`src/sv/assert_macros.svh`:
```
// Concurrent assertion helpers, clocked on clk and muted while rst_n is low.
`ifndef ASSERT_MACROS_SVH
`define ASSERT_MACROS_SVH

// Same-cycle implication.
`define ASSERT_IMPL(lbl, ante, cons, msg) \
  lbl: assert property (@(posedge clk) disable iff (!rst_n) (ante) |-> (cons)) \
    else $error(msg);

// Next-cycle implication.
`define ASSERT_NEXT(lbl, ante, cons, msg) \
  lbl: assert property (@(posedge clk) disable iff (!rst_n) (ante) |=> (cons)) \
    else $error(msg);

`endif

```
`src/sv/reef_pkg.sv`:
```
package reef_pkg;

  // Input commands
  localparam logic [1:0] CMD_TICK = 2'd0;
  localparam logic [1:0] CMD_EDGE = 2'd1;
  localparam logic [1:0] CMD_POLL = 2'd2;

  // Result events
  localparam logic [1:0] EV_NONE  = 2'd0;
  localparam logic [1:0] EV_PRESS = 2'd1;
  localparam logic [1:0] EV_FWD   = 2'd2;
  localparam logic [1:0] EV_REV   = 2'd3;

  // Register indexes
  localparam logic [1:0] CFG_DEBOUNCE   = 2'd0;
  localparam logic [1:0] CFG_REVERSAL   = 2'd1;
  localparam logic [1:0] CFG_FWD_LEVEL  = 2'd2;
  localparam logic [1:0] CFG_BTN_ACTIVE = 2'd3;

  localparam int CFG_IDX_W  = 2;
  localparam int CFG_DATA_W = 8;

  // Register reset values
  localparam logic [7:0] DEBOUNCE_RST = 8'd40;
  localparam logic [3:0] REVERSAL_RST = 4'd2;

  localparam logic [3:0] OPP_MAX = 4'd15;

  typedef struct packed {
    logic [7:0] debounce_ticks;
    logic [3:0] reversal_count;
    logic       forward_level;
    logic       button_active_level;
  } cfg_t;

endpackage

```
`src/sv/reef_if.sv`:
```
interface reef_in_if;
  logic       valid;
  logic       ready;
  logic [1:0] cmd;
  logic       dir_level;
  logic       button_level;

  modport source (output valid, cmd, dir_level, button_level, input ready);
  modport sink   (input valid, cmd, dir_level, button_level, output ready);
endinterface

interface reef_out_if;
  logic       valid;
  logic       ready;
  logic [1:0] event_res;

  modport source (output valid, event_res, input ready);
  modport sink   (input valid, event_res, output ready);
endinterface

```
`src/sv/reef_cfg_regs.sv`:
```
module reef_cfg_regs (
  input  logic                            clk,
  input  logic                            rst_n,
  input  logic                            cfg_we,
  input  logic [reef_pkg::CFG_IDX_W-1:0]  cfg_idx,
  input  logic [reef_pkg::CFG_DATA_W-1:0] cfg_wdata,
  output reef_pkg::cfg_t                  cfg
);
  import reef_pkg::*;

  cfg_t cfg_r;

  always_ff @(posedge clk) begin
    if (!rst_n) begin
      cfg_r.debounce_ticks      <= DEBOUNCE_RST;
      cfg_r.reversal_count      <= REVERSAL_RST;
      cfg_r.forward_level       <= 1'b1;
      cfg_r.button_active_level <= 1'b1;
    end else if (cfg_we) begin
      case (cfg_idx)
        CFG_DEBOUNCE:   cfg_r.debounce_ticks      <= cfg_wdata;
        CFG_REVERSAL:   cfg_r.reversal_count      <= cfg_wdata[3:0];
        CFG_FWD_LEVEL:  cfg_r.forward_level       <= cfg_wdata[0];
        CFG_BTN_ACTIVE: cfg_r.button_active_level <= cfg_wdata[0];
        default: ;
      endcase
    end
  end

  assign cfg = cfg_r;

endmodule

```
`src/sv/reef_core.sv`:
```
module reef_core (
  input  logic           clk,
  input  logic           rst_n,
  input  reef_pkg::cfg_t cfg,
  input  logic           adv,
  input  logic [1:0]     cmd,
  input  logic           dir_level,
  input  logic           button_level,
  output logic [1:0]     event_res
);
  import reef_pkg::*;

  logic [7:0] lockout_r,  lockout_nxt;
  logic [1:0] pend_r,     pend_nxt;
  logic       last_dir_r, last_dir_nxt;
  logic [3:0] opp_r,      opp_nxt;
  logic       last_btn_r, last_btn_nxt;

  logic       dir;
  logic [3:0] opp_inc;
  logic       press;

  always_comb begin
    dir     = (dir_level != cfg.forward_level);
    opp_inc = (opp_r < OPP_MAX) ? opp_r + 4'd1 : OPP_MAX;
    press   = (last_btn_r != button_level) && (button_level == cfg.button_active_level);

    lockout_nxt  = lockout_r;
    pend_nxt     = pend_r;
    last_dir_nxt = last_dir_r;
    opp_nxt      = opp_r;
    last_btn_nxt = last_btn_r;
    event_res    = press ? EV_PRESS : pend_r;

    if (adv) begin
      case (cmd)
        CMD_TICK: begin
          if (lockout_r != 8'd0) lockout_nxt = lockout_r - 8'd1;
        end
        CMD_EDGE: begin
          if (lockout_r == 8'd0) begin
            lockout_nxt = cfg.debounce_ticks;
            pend_nxt    = dir ? EV_REV : EV_FWD;
            if (dir == last_dir_r) begin
              opp_nxt = 4'd0;
            end else if (opp_inc < cfg.reversal_count) begin
              // reversal not yet confirmed: drop any pending spin
              opp_nxt  = opp_inc;
              pend_nxt = EV_NONE;
            end else begin
              last_dir_nxt = dir;
              opp_nxt      = 4'd0;
            end
          end
        end
        CMD_POLL: begin
          last_btn_nxt = button_level;
          if (!press) pend_nxt = EV_NONE;
        end
        default: ;
      endcase
    end
  end

  always_ff @(posedge clk) begin
    if (!rst_n) begin
      lockout_r  <= 8'd0;
      pend_r     <= EV_NONE;
      last_dir_r <= 1'b0;
      opp_r      <= 4'd0;
      last_btn_r <= 1'b0;
    end else begin
      lockout_r  <= lockout_nxt;
      pend_r     <= pend_nxt;
      last_dir_r <= last_dir_nxt;
      opp_r      <= opp_nxt;
      last_btn_r <= last_btn_nxt;
    end
  end

`include "assert_macros.svh"

  `ASSERT_NEXT(a_tick_dec, adv && cmd == CMD_TICK && lockout_r != 8'd0,
               lockout_r == $past(lockout_r) - 8'd1, "lockout did not count down")
  `ASSERT_NEXT(a_locked_edge, adv && cmd == CMD_EDGE && lockout_r != 8'd0,
               $stable(pend_r) && $stable(opp_r) && $stable(last_dir_r),
               "edge during lockout changed state")
  `ASSERT_IMPL(a_opp_range, 1'b1, opp_r != OPP_MAX, "opposite count reached saturation")

endmodule

```
`src/sv/reef_out_reg.sv`:
```
module reef_out_reg (
  input  logic       clk,
  input  logic       rst_n,
  input  logic       load,
  input  logic [1:0] event_res,
  output logic       space,
  reef_out_if.source out_ch
);

  logic       valid_r;
  logic [1:0] data_r;

  assign space = !valid_r || out_ch.ready;

  always_ff @(posedge clk) begin
    if (!rst_n) begin
      valid_r <= 1'b0;
    end else if (load) begin
      valid_r <= 1'b1;
    end else if (out_ch.ready) begin
      valid_r <= 1'b0;
    end
  end

  always_ff @(posedge clk) begin
    if (load) data_r <= event_res;
  end

  assign out_ch.valid     = valid_r;
  assign out_ch.event_res = data_r;

`include "assert_macros.svh"

  `ASSERT_NEXT(a_load_valid, load, valid_r, "loaded result not presented")
  `ASSERT_IMPL(a_no_overrun, load, space, "result register overwritten while held")

endmodule

```
`src/sv/rotary_encoder_event_filter.sv`:
```
// Rotary encoder event filter.
// in_ch carries one transaction per item: cmd (tick, clock falling edge or
// poll) with the direction and button pin levels. out_ch carries one
// transaction, event_res, for every poll and nothing for ticks and edges.
// cfg_we/cfg_idx/cfg_wdata write the debounce length, reversal count,
// forward level and button active level; write only while the block idles.
// An item waits in the input register; when it advances, the filter state
// and the result register update together, so a poll result is presented
// from the result register. One item per cycle is taken unless a poll is
// held back by a full result register; results are taken back to back too.
// When out_ch stalls with a result held, non-poll items keep flowing and a
// following poll waits in the input register, which drops in_ch.ready.
// Synchronous reset (rst_n low) empties both registers, clears the lockout,
// pending spin, opposite count and button history, sets the direction to
// forward and restores the register defaults.
module rotary_encoder_event_filter (
  input  logic                            clk,
  input  logic                            rst_n,
  input  logic                            cfg_we,
  input  logic [reef_pkg::CFG_IDX_W-1:0]  cfg_idx,
  input  logic [reef_pkg::CFG_DATA_W-1:0] cfg_wdata,
  reef_in_if.sink                         in_ch,
  reef_out_if.source                      out_ch
);
  import reef_pkg::*;

  cfg_t       cfg;
  logic       v_r;
  logic [1:0] cmd_r;
  logic       dir_r;
  logic       btn_r;
  logic       space;
  logic       adv;
  logic       load;
  logic [1:0] event_res;

  assign adv         = v_r && (cmd_r != CMD_POLL || space);
  assign load        = adv && cmd_r == CMD_POLL;
  assign in_ch.ready = !v_r || adv;

  always_ff @(posedge clk) begin
    if (!rst_n) begin
      v_r <= 1'b0;
    end else if (in_ch.ready) begin
      v_r <= in_ch.valid;
    end
  end

  always_ff @(posedge clk) begin
    if (in_ch.valid && in_ch.ready) begin
      cmd_r <= in_ch.cmd;
      dir_r <= in_ch.dir_level;
      btn_r <= in_ch.button_level;
    end
  end

  reef_cfg_regs u_cfg (
    .clk       (clk),
    .rst_n     (rst_n),
    .cfg_we    (cfg_we),
    .cfg_idx   (cfg_idx),
    .cfg_wdata (cfg_wdata),
    .cfg       (cfg)
  );

  reef_core u_core (
    .clk          (clk),
    .rst_n        (rst_n),
    .cfg          (cfg),
    .adv          (adv),
    .cmd          (cmd_r),
    .dir_level    (dir_r),
    .button_level (btn_r),
    .event_res    (event_res)
  );

  reef_out_reg u_out (
    .clk       (clk),
    .rst_n     (rst_n),
    .load      (load),
    .event_res (event_res),
    .space     (space),
    .out_ch    (out_ch)
  );

endmodule
```
`src/flat_wrapper.sv`:
```
// flat-port wrapper written by rule: the top's interface ports become plain ports
module rotary_encoder_event_filter_flat import reef_pkg::*;
  (clk, rst_n, cfg_we, cfg_idx, cfg_wdata, in_ch_valid, in_ch_cmd, in_ch_dir_level, in_ch_button_level, in_ch_ready, out_ch_valid, out_ch_event_res, out_ch_ready);
  reef_in_if in_ch_i ();
  reef_out_if out_ch_i ();
  input  logic clk;
  input  logic rst_n;
  input  logic cfg_we;
  input  logic [reef_pkg::CFG_IDX_W-1:0] cfg_idx;
  input  logic [reef_pkg::CFG_DATA_W-1:0] cfg_wdata;
  input wire logic [$bits(in_ch_i.valid)-1:0] in_ch_valid;
  input wire logic [$bits(in_ch_i.cmd)-1:0] in_ch_cmd;
  input wire logic [$bits(in_ch_i.dir_level)-1:0] in_ch_dir_level;
  input wire logic [$bits(in_ch_i.button_level)-1:0] in_ch_button_level;
  output wire logic [$bits(in_ch_i.ready)-1:0] in_ch_ready;
  output wire logic [$bits(out_ch_i.valid)-1:0] out_ch_valid;
  output wire logic [$bits(out_ch_i.event_res)-1:0] out_ch_event_res;
  input wire logic [$bits(out_ch_i.ready)-1:0] out_ch_ready;
  assign in_ch_i.valid = in_ch_valid;
  assign in_ch_i.cmd = in_ch_cmd;
  assign in_ch_i.dir_level = in_ch_dir_level;
  assign in_ch_i.button_level = in_ch_button_level;
  assign in_ch_ready = in_ch_i.ready;
  assign out_ch_valid = out_ch_i.valid;
  assign out_ch_event_res = out_ch_i.event_res;
  assign out_ch_i.ready = out_ch_ready;
  rotary_encoder_event_filter u_core (.clk(clk), .rst_n(rst_n), .cfg_we(cfg_we), .cfg_idx(cfg_idx), .cfg_wdata(cfg_wdata), .in_ch(in_ch_i), .out_ch(out_ch_i));
endmodule
```
`config.mk`:
```
export PLATFORM = sky130hd
export DESIGN_NAME = rotary_encoder_event_filter_flat
export DESIGN_NICKNAME = d
export VERILOG_FILES = /design/src/sv/reef_pkg.sv /design/src/sv/reef_if.sv /design/src/sv/reef_cfg_regs.sv /design/src/sv/reef_core.sv /design/src/sv/reef_out_reg.sv /design/src/sv/rotary_encoder_event_filter.sv /design/src/flat_wrapper.sv
export VERILOG_INCLUDE_DIRS = /design/src /design/src/sv
export SDC_FILE = /design/constraint.sdc
export NUM_CORES = 1
export LEC_CHECK = 0
export ABC_AREA = 1
export BUFFER_PORTS_ARGS = -buffer_cell sky130_fd_sc_hd__buf_4
export CELL_PAD_IN_SITES_DETAIL_PLACEMENT = 1
export CELL_PAD_IN_SITES_GLOBAL_PLACEMENT = 1
export CORE_UTILIZATION = 40
export CTS_CLUSTER_SIZE = 16
export DETAILED_ROUTE_END_ITERATION = 7
export PLACE_DENSITY = 0.86
export SYNTH_ARGS = -nofsm -noshare
export SYNTH_HDL_FRONTEND = slang
export SYNTH_SLANG_ARGS = --single-unit
```
`constraint.sdc`:
```
create_clock -name clk -period 4.4 [get_ports clk]
set_input_delay 1.1 -clock clk [delete_from_list [all_inputs] [get_ports clk]]
set_output_delay 1.1 -clock clk [all_outputs]
set_load 0.03 [all_outputs]
```
Word-level counts from Yosys, hierarchy flattened
Index checks and enable logic that the tools add are counted.
{"block": "word_totals", "wordCells": 73, "in_bits": 19, "output_inout_bits": 4, "ff_bits": 38}
{"block": "classes", "magnitude_cmp": 2, "reduce_logical": 25, "bitwise_logic": 2, "eq_ne": 13, "muxes": 14, "n_addsub": 2}
{"cell": "2-to-1 mux 8 bit", "count": 2}
{"cell": "one-hot mux 8 bit (2 select lines)", "count": 1}
{"cell": "2-to-1 mux 4 bit", "count": 3}
{"cell": "AND reduction 2 bit", "count": 5}
{"cell": "zero test 8 bit", "count": 1}
{"cell": "2-to-1 mux 2 bit", "count": 4}
{"cell": "!= test 2 bit, second input constant", "count": 4}
{"cell": "AND reduction 4 bit", "count": 2}
{"cell": "nonzero test 8 bit", "count": 1}
{"cell": "subtractor 8 x 1 -> 8 bit, second input constant", "count": 1}
{"cell": "equality test 2 bit, second input constant", "count": 3}
{"cell": "nonzero test 2 bit", "count": 3}
{"cell": "AND reduction 5 bit", "count": 1}
{"cell": "adder 4 x 1 -> 4 bit, second input constant", "count": 1}
{"cell": "equality test 2 x 1 -> 1 bit, second input constant", "count": 2}
{"cell": "logical AND 1 bit", "count": 4}
{"cell": "zero test 2 bit", "count": 2}
{"cell": "less-than comparator 4 bit", "count": 1}
{"cell": "less-than comparator 4 bit, second input constant", "count": 1}
{"cell": "one-hot mux 2 bit (2 select lines)", "count": 1}
{"cell": "logical OR 1 bit", "count": 3}
{"cell": "2-to-1 mux 1 bit", "count": 3}
{"cell": "AND reduction 3 bit", "count": 1}
{"cell": "equality test 1 bit", "count": 2}
{"cell": "other kinds (3)", "count": 6}

Depth between registers and ports, before layout
Gate-level depths: netlist of run 1.
{"block": "logic_depth", "ltp_word": 7, "depth_mapped": 12, "mapped_depth_nobuf": 12}

Modules after synthesis
A second synthesis of run 1 with hierarchy kept.
{"block": "hier_totals", "hier_cells": 316, "hier_area_um2": 2158.3}
{"module": "reef_core", "instances": 1, "seq_area_each_um2": 320.3, "area_per_inst_um2": 1246.2, "cells_each": 206}
{"module": "reef_cfg_regs", "instances": 1, "seq_area_each_um2": 280.3, "area_per_inst_um2": 604.3, "cells_each": 85}
{"module": "rotary_encoder_event_filter", "instances": 1, "seq_area_each_um2": 140.1, "area_per_inst_um2": 201.4, "cells_each": 17}
{"module": "reef_out_reg", "instances": 1, "seq_area_each_um2": 80.1, "area_per_inst_um2": 106.4, "cells_each": 8}

Least setup slack after synthesis of run 1
OpenSTA, ideal clock, no wires.
{"block": "synth_timing", "path_type": "in2out", "startpoint": "input port out_ch_ready", "endpoint": "output port in_ch_ready", "arrival_ns": 1.623, "required_time_ns": 3.300, "path_slack_ns": 1.677, "cell_stages": 6, "path_buffers": 0, "path_cell_list": "inv_1 -> nand2_1 -> nor2_1 -> inv_1 -> nor2_1 -> inv_1"}
{"block": "synth_via", "elab_chain_len": 4}
{"element": "from (decl)", "line_no": "flat_wrapper.sv:18", "rtl": "input wire logic [$bits(out_ch_i.ready)-1:0] out_ch_ready;"}
{"element": "logical OR 1 bit", "line_no": "reef_out_reg.sv:13", "rtl": "assign space = !valid_r || out_ch.ready;"}
{"element": "logical OR 1 bit", "line_no": "rotary_encoder_event_filter.sv:37", "rtl": "assign adv = v_r && (cmd_r != CMD_POLL || space);"}
{"element": "logical AND 1 bit", "line_no": "rotary_encoder_event_filter.sv:37"}
{"element": "logical OR 1 bit", "line_no": "rotary_encoder_event_filter.sv:39", "rtl": "assign in_ch.ready = !v_r || adv;"}
{"element": "to (decl)", "line_no": "flat_wrapper.sv:15", "rtl": "output wire logic [$bits(in_ch_i.ready)-1:0] in_ch_ready;"}
No other way between the ends.

Worst setup path after layout of run 1
Same ends and word-level chain as after synthesis.

==> results.txt, run 1 <==
The distinct cell type count of the synthesized netlist was 30; the slack of the worst reg-to-reg path was 2.22 ns. Across every metal layer, demand over resource in global routing totals 18.7%. The worst register-to-register path begins at u_core.u_core.opp_r[0]$_SDFFE_PN0P_. Registers take 821 sq um.

The net total in the final layout was 307; the maximum clock frequency was 336 MHz. Once detail routing completed, the nets flagged for antenna violations numbered 0. The instance count of the mapped netlist was 256.

Counting along the longest clock path gives a buffer depth of 2. The capture instance of the worst register-to-register path is u_core.u_core.last_dir_r$_SDFFE_PN0P_. Entering global routing, the biggest net connects 26 pins.

The worst clock skew on the final layout came out at 0.00916 ns. The largest area contributor in the netlist was sky130_fd_sc_hd__dfxtp_1. Area share of the largest cell type after synthesis: 32.6%.

The cell that appears most often on the critical path is sky130_fd_sc_hd__inv_1. The power per standard cell area came out at 344 nW/um^2. Prior to clock tree synthesis, the placed netlist has a worst setup slack of 1.43 ns.

The number of pins with negative max-slew slack in the final report came out at 0. Leaving out fill and tap cells, the most frequent cell in the layout is sky130_fd_sc_hd__nand2_1. Counting every sink on the clock net gives 38. The overall die height was 72.1 um.

Compared with the post-synthesis result, the final layout area differs by 15.8%. The logs give 0 for the hold buffer count at cts and 1.43 ns for the worst setup margin. VDD sags by at most 194 uV.

The width of the die was 72.1 um; the number of instances on the worst hold path was 2. The critical path is of the input port to primary output type. For the post-synth net total, the log shows 281. In the post-synthesis netlist, the biggest area contributors are sky130_fd_sc_hd__dfxtp_1, sky130_fd_sc_hd__edfxtp_1, sky130_fd_sc_hd__nand2_1, sky130_fd_sc_hd__inv_1, sky130_fd_sc_hd__o21ai_0. Leaving out fill and tap cells, the most frequent cells in the layout are sky130_fd_sc_hd__nand2_1, sky130_fd_sc_hd__inv_1, sky130_fd_sc_hd__dfxtp_1, sky130_fd_sc_hd__nor2_1, sky130_fd_sc_hd__o21ai_0. Tracing the worst setup path back leads to its startpoint at out_ch_ready. The total overflow reported by the global router was 0.

The cell sitting at the root of the clock tree is a sky130_fd_sc_hd__clkbuf_8. The number of antenna diodes in the final layout is 0. The number of synthesis warnings was 0; the total of max-cap violations was 0. The count of buffering cells on the critical path with inverters included works out to 5. After synthesis the cells add up to 1960 sq um. The startpoint identified for the worst hold timing path is u_core.u_cfg.cfg[4]$_SDFFE_PN0P_. For this block, the routed nets add up to 4220 um of wire. Across all hold checks on the routed design, the worst slack comes to 0.468 ns. The tools report the worst hold path endpoint as u_core.u_cfg.cfg[4]$_SDFFE_PN0P_. The tools report the starting density of the core as 41.6%. Final-report setup violation count: 0. The design draws 0.781 mW. The tools report the number of clock buffers inserted by TritonCTS as 5. Setup repair after global routing left no endpoint under its margin. The multi-input combinational cells in the finished layout cover a total of 963 sq um.

The area of the core region came out at 4720 sq um. The critical path arrival was 1.87 ns; the sequential area share after synthesis was 41.8%. Once the clock tree was built, the setup fixing pass inserted 0 buffers. Dividing the detail-routed via count by the number of cells gives 4.88.

Traced cell by cell, the critical path runs through buf_4, inv_1, nand2_1, nor2_1, inv_1, nor2_1, inv_1, buf_4. The slew at the pin closest to its max-slew limit works out to 0.525 ns. The number of gates given a new drive strength after cts was 0. Summed over all nets, the half-perimeter wirelength after detailed placement is 3150 um. The analysis attributes to cell leakage a power of 1.02 nW. The number of global-route vias before repair was 1,757. The clock slew at the register clock pins of the worst setup and hold paths is 0.07 ns. The maximum fanout count along the critical path is 3.

The element type at the critical path start was an input port. Count of endpoints failing hold in the final timing report: 0. After detailed routing, the number of remaining DRC violations is 0. Grouping stages by cell kind, the critical path spends the most delay in buffers and inverters. TritonCTS built the clock tree. The final critical path takes up 67.6% of the cycle. The accumulated negative setup slack is 0 ns. The tools report the number of antenna violations at the first check in global routing as 0.

The post-route cell area came out at 2270 sq um. Pin placement for this block handled 23 I/O pins. Dividing the detail-routed wire length by the instance count gives 12.1 um.

A synthesized cell averages 7.67 sq um. For the cell area reported after detailed placement, the log shows 2190 sq um. For the worst flop-to-flop path, the logic depth is 8. The min-delay analysis places its worst path in the category flip-flop to flip-flop. For the worst setup path, the data required time is 3.30 ns. Row generation in the floorplan step produced 25 rows.

For the finished layout, the period the worst path requires is 2.97 ns. For this design, the slowest cell found on the critical path is sky130_fd_sc_hd__buf_4. The congestion estimate from routability-driven global placement came to 0.763. After the first detailed-routing iteration, the DRC count stood at 69. Global-route wire length before repair: 7460 um. The flow ran to the end, and the final reports show no timing, DRC or antenna violations. Across all layers, the routed design uses 1,704 vias. Synthesis inferred 38 register bits. Headroom to the max-slew limit came out at 65.0%.

Length of the first detailed-routing pass in iterations: 4. The count of port buffers added during placement is 22, and the largest stage delay on the critical path is 0.17 ns. The die covers 5190 sq um. The worst setup path is captured at a primary output. The H-tree generated during clock tree synthesis spans 2 levels. The clock latency at the later pin of the worst-skew pair was 0.29 ns; the share of final-layout standard cells stronger than drive strength 1 was 19.5%. The tools report the number of filler cells placed in the layout as 596.
[state kept, by name, summed over array words and instances, names as in the netlist]
signal / cells
u_core.btn_r: 1
u_core.cmd_r: 2
u_core.dir_r: 1
u_core.u_cfg.cfg: 14
u_core.u_core.last_btn_r: 1
u_core.u_core.last_dir_r: 1
u_core.u_core.lockout_r: 8
u_core.u_core.opp_r: 4
u_core.u_core.pend_r: 2
u_core.u_out.out_ch.event_res: 2
u_core.u_out.out_ch.valid: 1
u_core.v_r: 1
[power breakdown]
| group | total, mW | switching (mW) | internal, mW |
|---|---|---|---|
| Combinational | 0.156 | 0.0948 | 0.0617 |
| Clock | 0.239 | 0.115 | 0.124 |
| Sequential | 0.385 | 0.0140 | 0.371 |
| Total | 0.781 | 0.224 | 0.557 |
[worst register-to-register path: cells and delay by family, from the launching register on]
family,cells,cell delay [ns]
simple gates,4,0.59
compound gates,2,0.60
fa+ha+maj,2,0.48
flops,1,0.41
[cell type report]
cell class / count / area share (%)
Multi-Input combinational cell: 175 / 42.4
Sequential cell: 38 / 36.1
Timing Repair Buffer: 23 / 7.59
Inverter: 39 / 6.44
Clock buffer: 7 / 3.80
Tap cell: 67 / 3.69
[per-layer routing]
metal	vias up	part of all wire, %	global-route usage (%)	routed length (um)
met1	790	46	21.7	1930
met4	0	2.9	10.2	124
met2	24	49	31.9	2050
met5	-	0	0	0
met3	11	2.8	4.31	118
li1	879	-	-	-
[cells in the mapped netlist]
library cell / instances
sky130_fd_sc_hd__nand3_1: 13
sky130_fd_sc_hd__xor2_1: 1
sky130_fd_sc_hd__o21ai_4: 1
sky130_fd_sc_hd__nand3_4: 1
sky130_fd_sc_hd__o21ai_1: 1
sky130_fd_sc_hd__nand2_4: 2
sky130_fd_sc_hd__nand4_1: 5
sky130_fd_sc_hd__nand2_2: 3
sky130_fd_sc_hd__dfxtp_1: 32
sky130_fd_sc_hd__ha_1: 6
sky130_fd_sc_hd__nor2_4: 3
sky130_fd_sc_hd__or2_2: 2
sky130_fd_sc_hd__inv_2: 3
sky130_fd_sc_hd__o21ai_2: 6
sky130_fd_sc_hd__o211ai_1: 3
sky130_fd_sc_hd__o21bai_1: 1
sky130_fd_sc_hd__nand2_1: 42
sky130_fd_sc_hd__o21ai_0: 24
sky130_fd_sc_hd__mux2i_1: 1
sky130_fd_sc_hd__inv_1: 36
sky130_fd_sc_hd__xnor2_1: 2
sky130_fd_sc_hd__clkbuf_1: 2
sky130_fd_sc_hd__edfxtp_1: 6
sky130_fd_sc_hd__buf_2: 1
sky130_fd_sc_hd__buf_12: 1
sky130_fd_sc_hd__a21oi_1: 21
sky130_fd_sc_hd__nor2_2: 1
sky130_fd_sc_hd__nor2_1: 30
sky130_fd_sc_hd__a21oi_2: 4
sky130_fd_sc_hd__nor3_1: 2
[how the worst max path moves through the flow]
stage | to | slack, ns | cells past startpoint
global route | in_ch_ready | 1.31 | 8
CTS | in_ch_ready | 1.42 | 8
global placement | in_ch_ready | 1.46 | 8
detailed placement | in_ch_ready | 1.43 | 8
floorplan | in_ch_ready | 1.68 | 6
finish | in_ch_ready | 1.43 | 8
[cells by family after synthesis]
logic type	share of synthesized area, %
AO/OA/AOI/OAI	18.5
XOR/XNOR	1.34
adder cells (fa/ha/maj)	3.82
buffers and inverters	9.11
flip-flops	41.8
multiplexers	0.510
AND/OR/NAND/NOR	24.9
[through the flow]
| stage | utilization (%) | instances |
|---|---|---|
| 6_report | 48.1 | 349 |
| 2_1_floorplan | - | 256 |
| 3_3_place_gp | 46.3 | 342 |
| 5_1_grt | 48.1 | 349 |
| 3_5_place_dp | 46.3 | 342 |
| 4_1_cts | 48.1 | 349 |
No activity file was read; power rests on OpenSTA's default activity.
==> inputs of run 2 (changes only) <==
==> constraint.sdc (replaced) <==
create_clock -name clk -period 3.1 [get_ports clk]
set_input_delay 0.775 -clock clk [delete_from_list [all_inputs] [get_ports clk]]
set_output_delay 0.775 -clock clk [all_outputs]
set_load 0.03 [all_outputs]
==> results.txt, run 2 (same netlist as run 1, synthesis figures left out) <==
The starting density of the core is 41.6%, and the total half-perimeter wirelength after legalization and detailed placement is 3260 um. CTS built an H-tree with a depth of 2. After layout, the minimum clock period comes to 2.34 ns. On the final layout, the worst clock skew is 0.00667 ns. The floorplan has 25 rows. Buffers placed on the I/O ports in this run total 22. The number of clock buffers added by TritonCTS is 5.

After detailed routing, the number of vias per cell comes to 4.88. The logs give 0 for the final-report setup violation count and 4720 sq um for the area of the core region. After clock tree synthesis, the setup repair step added 0 buffers. For this design, the sink count on the clock tree is 38.

The number of flip-flops under the largest register name came out at 14. Switching component of the power: 0.335 mW. The share of final-layout standard cells stronger than drive strength 1 is 19.1%, and the number of top-level pins is 23. The clock network accounts for 30.1% of the total power.

The power per standard cell area is 489 nW/um^2, and the total via count after detailed routing is 1,707. The number of gates given a new drive strength after cts was 0; the net switching share of the total power was 30.2%. The accumulated negative setup slack is 0 ns, and the global-route wire length before repair is 7500 um. The count of endpoints failing hold in the final timing report is 0.

STA classifies the critical path startpoint as a flip-flop. The logs give 428 MHz for the maximum clock frequency and 2 for the clock tree buffer depth. After detailed routing, the number of remaining DRC violations is 0.

In this run, post-CTS hold repair placed 0 buffers. Internal power comes to 0.774 mW. The run gives 1,697 as the number of global-route vias before repair. For the pin with the worst max-slew slack, the measured transition is 0.562 ns.

For the number of pins with negative max-slew slack in the final report, the log shows 0. Compared with the post-synthesis result, the final layout area differs by 15.5%. The die is 72.1 um wide. For the total of max-cap violations, the log shows 0. The library cells used most frequently in the layout, excluding fill and tap cells, are sky130_fd_sc_hd__nand2_1, sky130_fd_sc_hd__inv_1, sky130_fd_sc_hd__dfxtp_1, sky130_fd_sc_hd__nor2_1, sky130_fd_sc_hd__o21ai_0. The first TritonRoute pass finished after 4 iterations. The clock root buffer master was sky130_fd_sc_hd__clkbuf_8. The library cell used most frequently in the layout, excluding fill and tap cells, is sky130_fd_sc_hd__nand2_1. The congestion estimate from routability-driven global placement came to 0.767.

Measured against its own limit, the worst slew margin works out to 62.5%. Critical path endpoint category: a primary output. The number of antenna diodes in the final layout is 0. The detailed-route wire length per cell is 13.0 um, and the total global-route track usage is 19.0%. The flow ran to the end, and the final reports show no timing, DRC or antenna violations. The final critical path takes up 75.4% of the cycle. Per report_power, the combinational group accounts for 20.5% of the total. Clock-pin slew was measured on the worst setup and hold paths at 0.07 ns.

For this run, the post-layout net count is 307. The largest net degree at the start of global routing is 26, and the final core area utilization is 48.0%. Leaving out filler cells and counting taps, the final layout contains 350. The run gives 49.3% as the share of power burned in registers. The run gives 0 as the antenna violation net count after detailed routing. DRC marker count from the first detailed-route iteration: 49. TritonCTS built the clock tree. For this block, the routed nets add up to 4540 um of wire. The number of cells in the design after placement is 342. The overall die height was 72.1 um; the number of antenna violations at the first check in global routing was 0. Data on the critical path is required at its endpoint by 2.32 ns. Setup repair after global routing left no endpoint under its margin. The leakage component of the power came out at 1.01 nW. The tightest min-delay check is of the flip-flop to flip-flop type.

Largest vdd supply drop: 170 uV. The run gives 0.29 ns as the clock latency at the later pin of the worst-skew pair. The die covers 5190 sq um. For the worst setup path, the data arrival time is 1.56 ns. The total overflow left after global routing is 0. The critical path in this run is classified as flip-flop to primary output. The maximum fanout count along the critical path is 5.
## run 2: layer usage
metal	vias up	track usage [%]	wire length (um)
met4	0	7.19	62
met2	17	33.5	2270
li1	887	-	-
met5	-	0	0
met3	6	4.58	125
met1	797	22.2	2080
## run 2: per-stage QoR
| step | setup slack [ns] | total power [mW] | cell area [sq um] | hold slack, ns |
|---|---|---|---|---|
| floorplan | 1.03 | 0.726 | 1960 | 0.425 |
| global placement | 0.805 | 0.774 | 2190 | 0.454 |
| detailed placement | 0.776 | 0.786 | 2190 | 0.455 |
| CTS | 0.750 | 1.12 | 2270 | 0.466 |
| global route | 0.638 | 1.17 | 2270 | 0.501 |
| finish | 0.763 | 1.11 | 2270 | 0.467 |
## run 2: worst paths after layout
check / startpoint / endpoint / slack (ns) / cells after the start
hold / removal: u_core.u_core.pend_r[1]$_SDFFE_PN0P_ / u_core.u_core.pend_r[1]$_SDFFE_PN0P_ / 0.47 / 2
hold reg to reg: u_core.u_core.pend_r[1]$_SDFFE_PN0P_ / u_core.u_core.pend_r[1]$_SDFFE_PN0P_ / 0.47 / 2
setup reg to reg: u_core.u_core.opp_r[0]$_SDFFE_PN0P_ / u_core.u_core.last_dir_r$_SDFFE_PN0P_ / 0.96 / 9
setup / recovery: u_core.cmd_r[0]$_DFFE_PP_ / in_ch_ready / 0.76 / 7
## run 2: power groups by stage
stage	Clock (mW)	Combinational [mW]	Sequential (mW)
floorplan	0	0.172	0.554
global placement	0	0.218	0.557
detailed placement	0	0.228	0.558
CTS	0.342	0.230	0.547
global route	0.362	0.257	0.550
finish	0.334	0.228	0.547
## run 2: critical path, cell delays in order, from the launching register on
cell and delay (ns):
sky130_fd_sc_hd__edfxtp_1 0.50, sky130_fd_sc_hd__inv_2 0.13, sky130_fd_sc_hd__nand2_1 0.08, sky130_fd_sc_hd__nor2_1 0.15, sky130_fd_sc_hd__inv_1 0.06, sky130_fd_sc_hd__nor2_1 0.12
sky130_fd_sc_hd__inv_1 0.07, sky130_fd_sc_hd__buf_4 0.17
## run 2: area by class of cell
| cell class | count | area, sq um |
|---|---|---|
| Timing Repair Buffer | 23 | 173 |
| Sequential cell | 38 | 821 |
| Clock buffer | 8 | 80.1 |
| Tap cell | 67 | 83.8 |
| Fill cell | 628 | 2460 |
| Multi-Input combinational cell | 175 | 963 |
| Inverter | 39 | 146 |
==> inputs of run 3 (changes only) <==
--- a/config.mk
+++ b/config.mk
@@ -10,7 +10,7 @@
 export BUFFER_PORTS_ARGS = -buffer_cell sky130_fd_sc_hd__buf_4
 export CELL_PAD_IN_SITES_DETAIL_PLACEMENT = 1
 export CELL_PAD_IN_SITES_GLOBAL_PLACEMENT = 1
-export CORE_UTILIZATION = 40
+export CORE_UTILIZATION = 38
 export CTS_CLUSTER_SIZE = 16
 export DETAILED_ROUTE_END_ITERATION = 7
 export PLACE_DENSITY = 0.86
==> constraint.sdc (replaced) <==
create_clock -name clk -period 1.9 [get_ports clk]
set_input_delay 0.475 -clock clk [delete_from_list [all_inputs] [get_ports clk]]
set_output_delay 0.475 -clock clk [all_outputs]
set_load 0.03 [all_outputs]
==> results.txt, run 3 (same netlist as run 1, synthesis figures left out) <==
The flow ran to the end, and the final reports show no timing, DRC or antenna violations. The tools report the worst endpoint required time as 1.42 ns. The first TritonRoute pass finished after 4 iterations. In this run the vertical extent of the chip is 73.9 um.

The combinational share of power was 21.3%; the total number of placement rows was 25. The number of antenna violations at the first check in global routing was 0. For the clock latency at the later pin of the worst-skew pair, the log shows 0.30 ns.

For the wire length on met1, the log shows 2290 um. The run gives 1.06 nW as the leakage component of the power. The share of final-layout standard cells stronger than drive strength 1 was 25.8%. After the first detailed-routing iteration, the DRC count stood at 83.

The signal on the critical path passes through inv_2, nand2_2, nor2_2, inv_1, nor2_2, inv_2, buf_6. Data on the critical path arrives at its endpoint at 1.35 ns. Count of endpoints failing hold in the final timing report: 0. Once placement finished, the instance area stood at 2220 sq um. After floorplanning, the core was sized to cover 4850 sq um.

Element type at the critical path start: a flip-flop. OpenSTA, run right after detailed placement, puts the worst setup slack at 0.0236 ns. Summed over all nets, the switching power comes to 0.569 mW. For this run, the slowest stage of the critical path takes 0.41 ns. The total met3 wirelength after detailed routing came out at 124 um.

Subtracting the final worst setup slack from the clock period gives 1.82 ns. Number of pins with negative max-slew slack in the final report: 0. The most common cell after layout, fill and taps aside is sky130_fd_sc_hd__nand2_1. The slew at the pin closest to its max-slew limit works out to 0.421 ns. The count of port buffers added during placement was 22. Of the total power, the clock network draws 30.1%. TritonCTS built the clock tree. The tools report the number of clock sinks as 38. The final critical-path share of the clock period is 95.8%. The critical path class was flip-flop to primary output. Width of the die: 73.9 um. Timing would allow up to 549 MHz.

Dividing total power by cell area gives a power density of 777 nW/um^2. After clock tree synthesis, the clock-pin slew on the worst setup and hold paths is 0.08 ns. The worst path meets setup with 0.0790 ns of slack. For the total half-perimeter wirelength after legalization and detailed placement, the log shows 3510 um.

The tightest slew margin relative to the limit is 71.8%, and the number of clock buffers inserted by TritonCTS is 5. The number of flip-flops under the largest register name is 14, and the final-report setup violation count is 0. The maximum fanout count along the critical path was 2. In this run the worst hold path is classified as input port to flip-flop. Buffers inserted to repair hold after CTS numbered 0.

The die covers 5460 sq um. 0 antenna diodes ended up in the layout. The tools report the starting density of the core as 40.5%.

On the final layout, the worst clock skew is 0.0106 ns. In this run switching power makes up 31.0% of total power. Global-route wire length before repair: 7710 um. The tool flagged a number of max-cap violations equal to 0. The number of buffers and inverters on the critical path is 4.

The worst setup path is captured at a primary output. For this design, the slowest cell found on the critical path is sky130_fd_sc_hd__edfxtp_1. The cell family contributing the most delay on the critical path is flip-flops. The logs give 0 for the antenna violation net count after detailed routing and 4800 um for the wire length after detailed routing.

For this run, design rule violations remaining after detail routing come to 0. The tree is rooted in a sky130_fd_sc_hd__clkbuf_8. The detailed-route wire length per cell came out at 13.4 um. Global routing consumed, over all layers together, 18.7% of the routing resources. The area growth from synthesis to layout is 20.3%. Setup repair after global routing could not meet its margin everywhere. For the total overflow reported by the global router, the log shows 0. The tools report the total via count after detailed routing as 1,789. Detailed routing placed a total of 2330 um of wire on met2. The detail-routed via count per cell works out to 5.00.

Largest vdd supply drop: 557 uV. For the H-tree depth reported by CTS, the log shows 2. Routability-driven placement finished with a final weighted congestion of 0.821. Cell internal power was estimated by the tool at 1.27 mW. After detailed routing, no signal wire sits above met4. After routing, the total negative slack on setup checks comes to 0 ns. The logs give 1,756 for the number of global-route vias before repair and 2360 sq um for the post-route cell area.

The tools report the share of power burned in registers as 48.6%. The tools report the clock tree buffer depth as 2. The top cell types in the final layout, fill and taps aside, are sky130_fd_sc_hd__nand2_1, sky130_fd_sc_hd__inv_1, sky130_fd_sc_hd__buf_4, sky130_fd_sc_hd__dfxtp_1, sky130_fd_sc_hd__nor2_1. The number of top-level pins was 23; the net total in the final layout was 315. Entering global routing, the biggest net connects 15 pins.
run 3: per-stage QoR:
stage          util (%)  std cells  hold slack (ns)  total power, mW
3_3_place_gp       45.7        346            0.453             1.27
2_1_floorplan         -        256            0.425             1.18
3_5_place_dp       45.7        346            0.456             1.29
4_1_cts            47.5        354            0.350             1.83
6_report           48.7        358            0.356             1.83
5_1_grt            48.7        358            0.346             1.92
run 3: path summary, 6_finish.rpt:
path                                                               to  cells after the start  slack, ns                                start
worst max-delay path                                      in_ch_ready                      7       0.08            u_core.cmd_r[0]$_DFFE_PP_
worst min-delay path                        u_core.cmd_r[0]$_DFFE_PP_                      1       0.36                         in_ch_cmd[0]
worst max register to register  u_core.u_core.last_dir_r$_SDFFE_PN0P_                      9       0.17  u_core.u_core.opp_r[2]$_SDFFE_PN0P_
worst min register to register       u_core.u_cfg.cfg[8]$_SDFFE_PN0P_                      2       0.47     u_core.u_cfg.cfg[8]$_SDFFE_PN0P_
run 3: cell type report:
type / instances / area, sq um
inverters: 39 / 146
clock buffers: 5 / 68.8
flip-flops and latches: 38 / 825
fillers: 630 / 2490
clock inverters: 3 / 16.3
repair buffers: 31 / 236
well taps: 67 / 83.8
multi-input cells: 175 / 986
run 3: repair_timing:
item                       4_1_cts  5_1_grt
pin swaps                        1        2
buffers inserted                 0        4
hold endpoints to repair         0        0
gates resized for setup          0       13
setup endpoints to repair        1        8
run 3: power groups by stage:
stage	clock network, mW	logic [mW]	registers (mW)
floorplan	0	0.280	0.904
global placement	0	0.364	0.907
detailed placement	0	0.377	0.910
CTS	0.554	0.382	0.891
global route	0.594	0.433	0.897
finish	0.552	0.390	0.892
run 3: layer usage:
metal | global-route usage (%) | vias to the layer above
met5 | 0 | -
met4 | 5.13 | 0
met3 | 3.84 | 7
met2 | 34.1 | 25
met1 | 21.8 | 856
li1 | - | 901
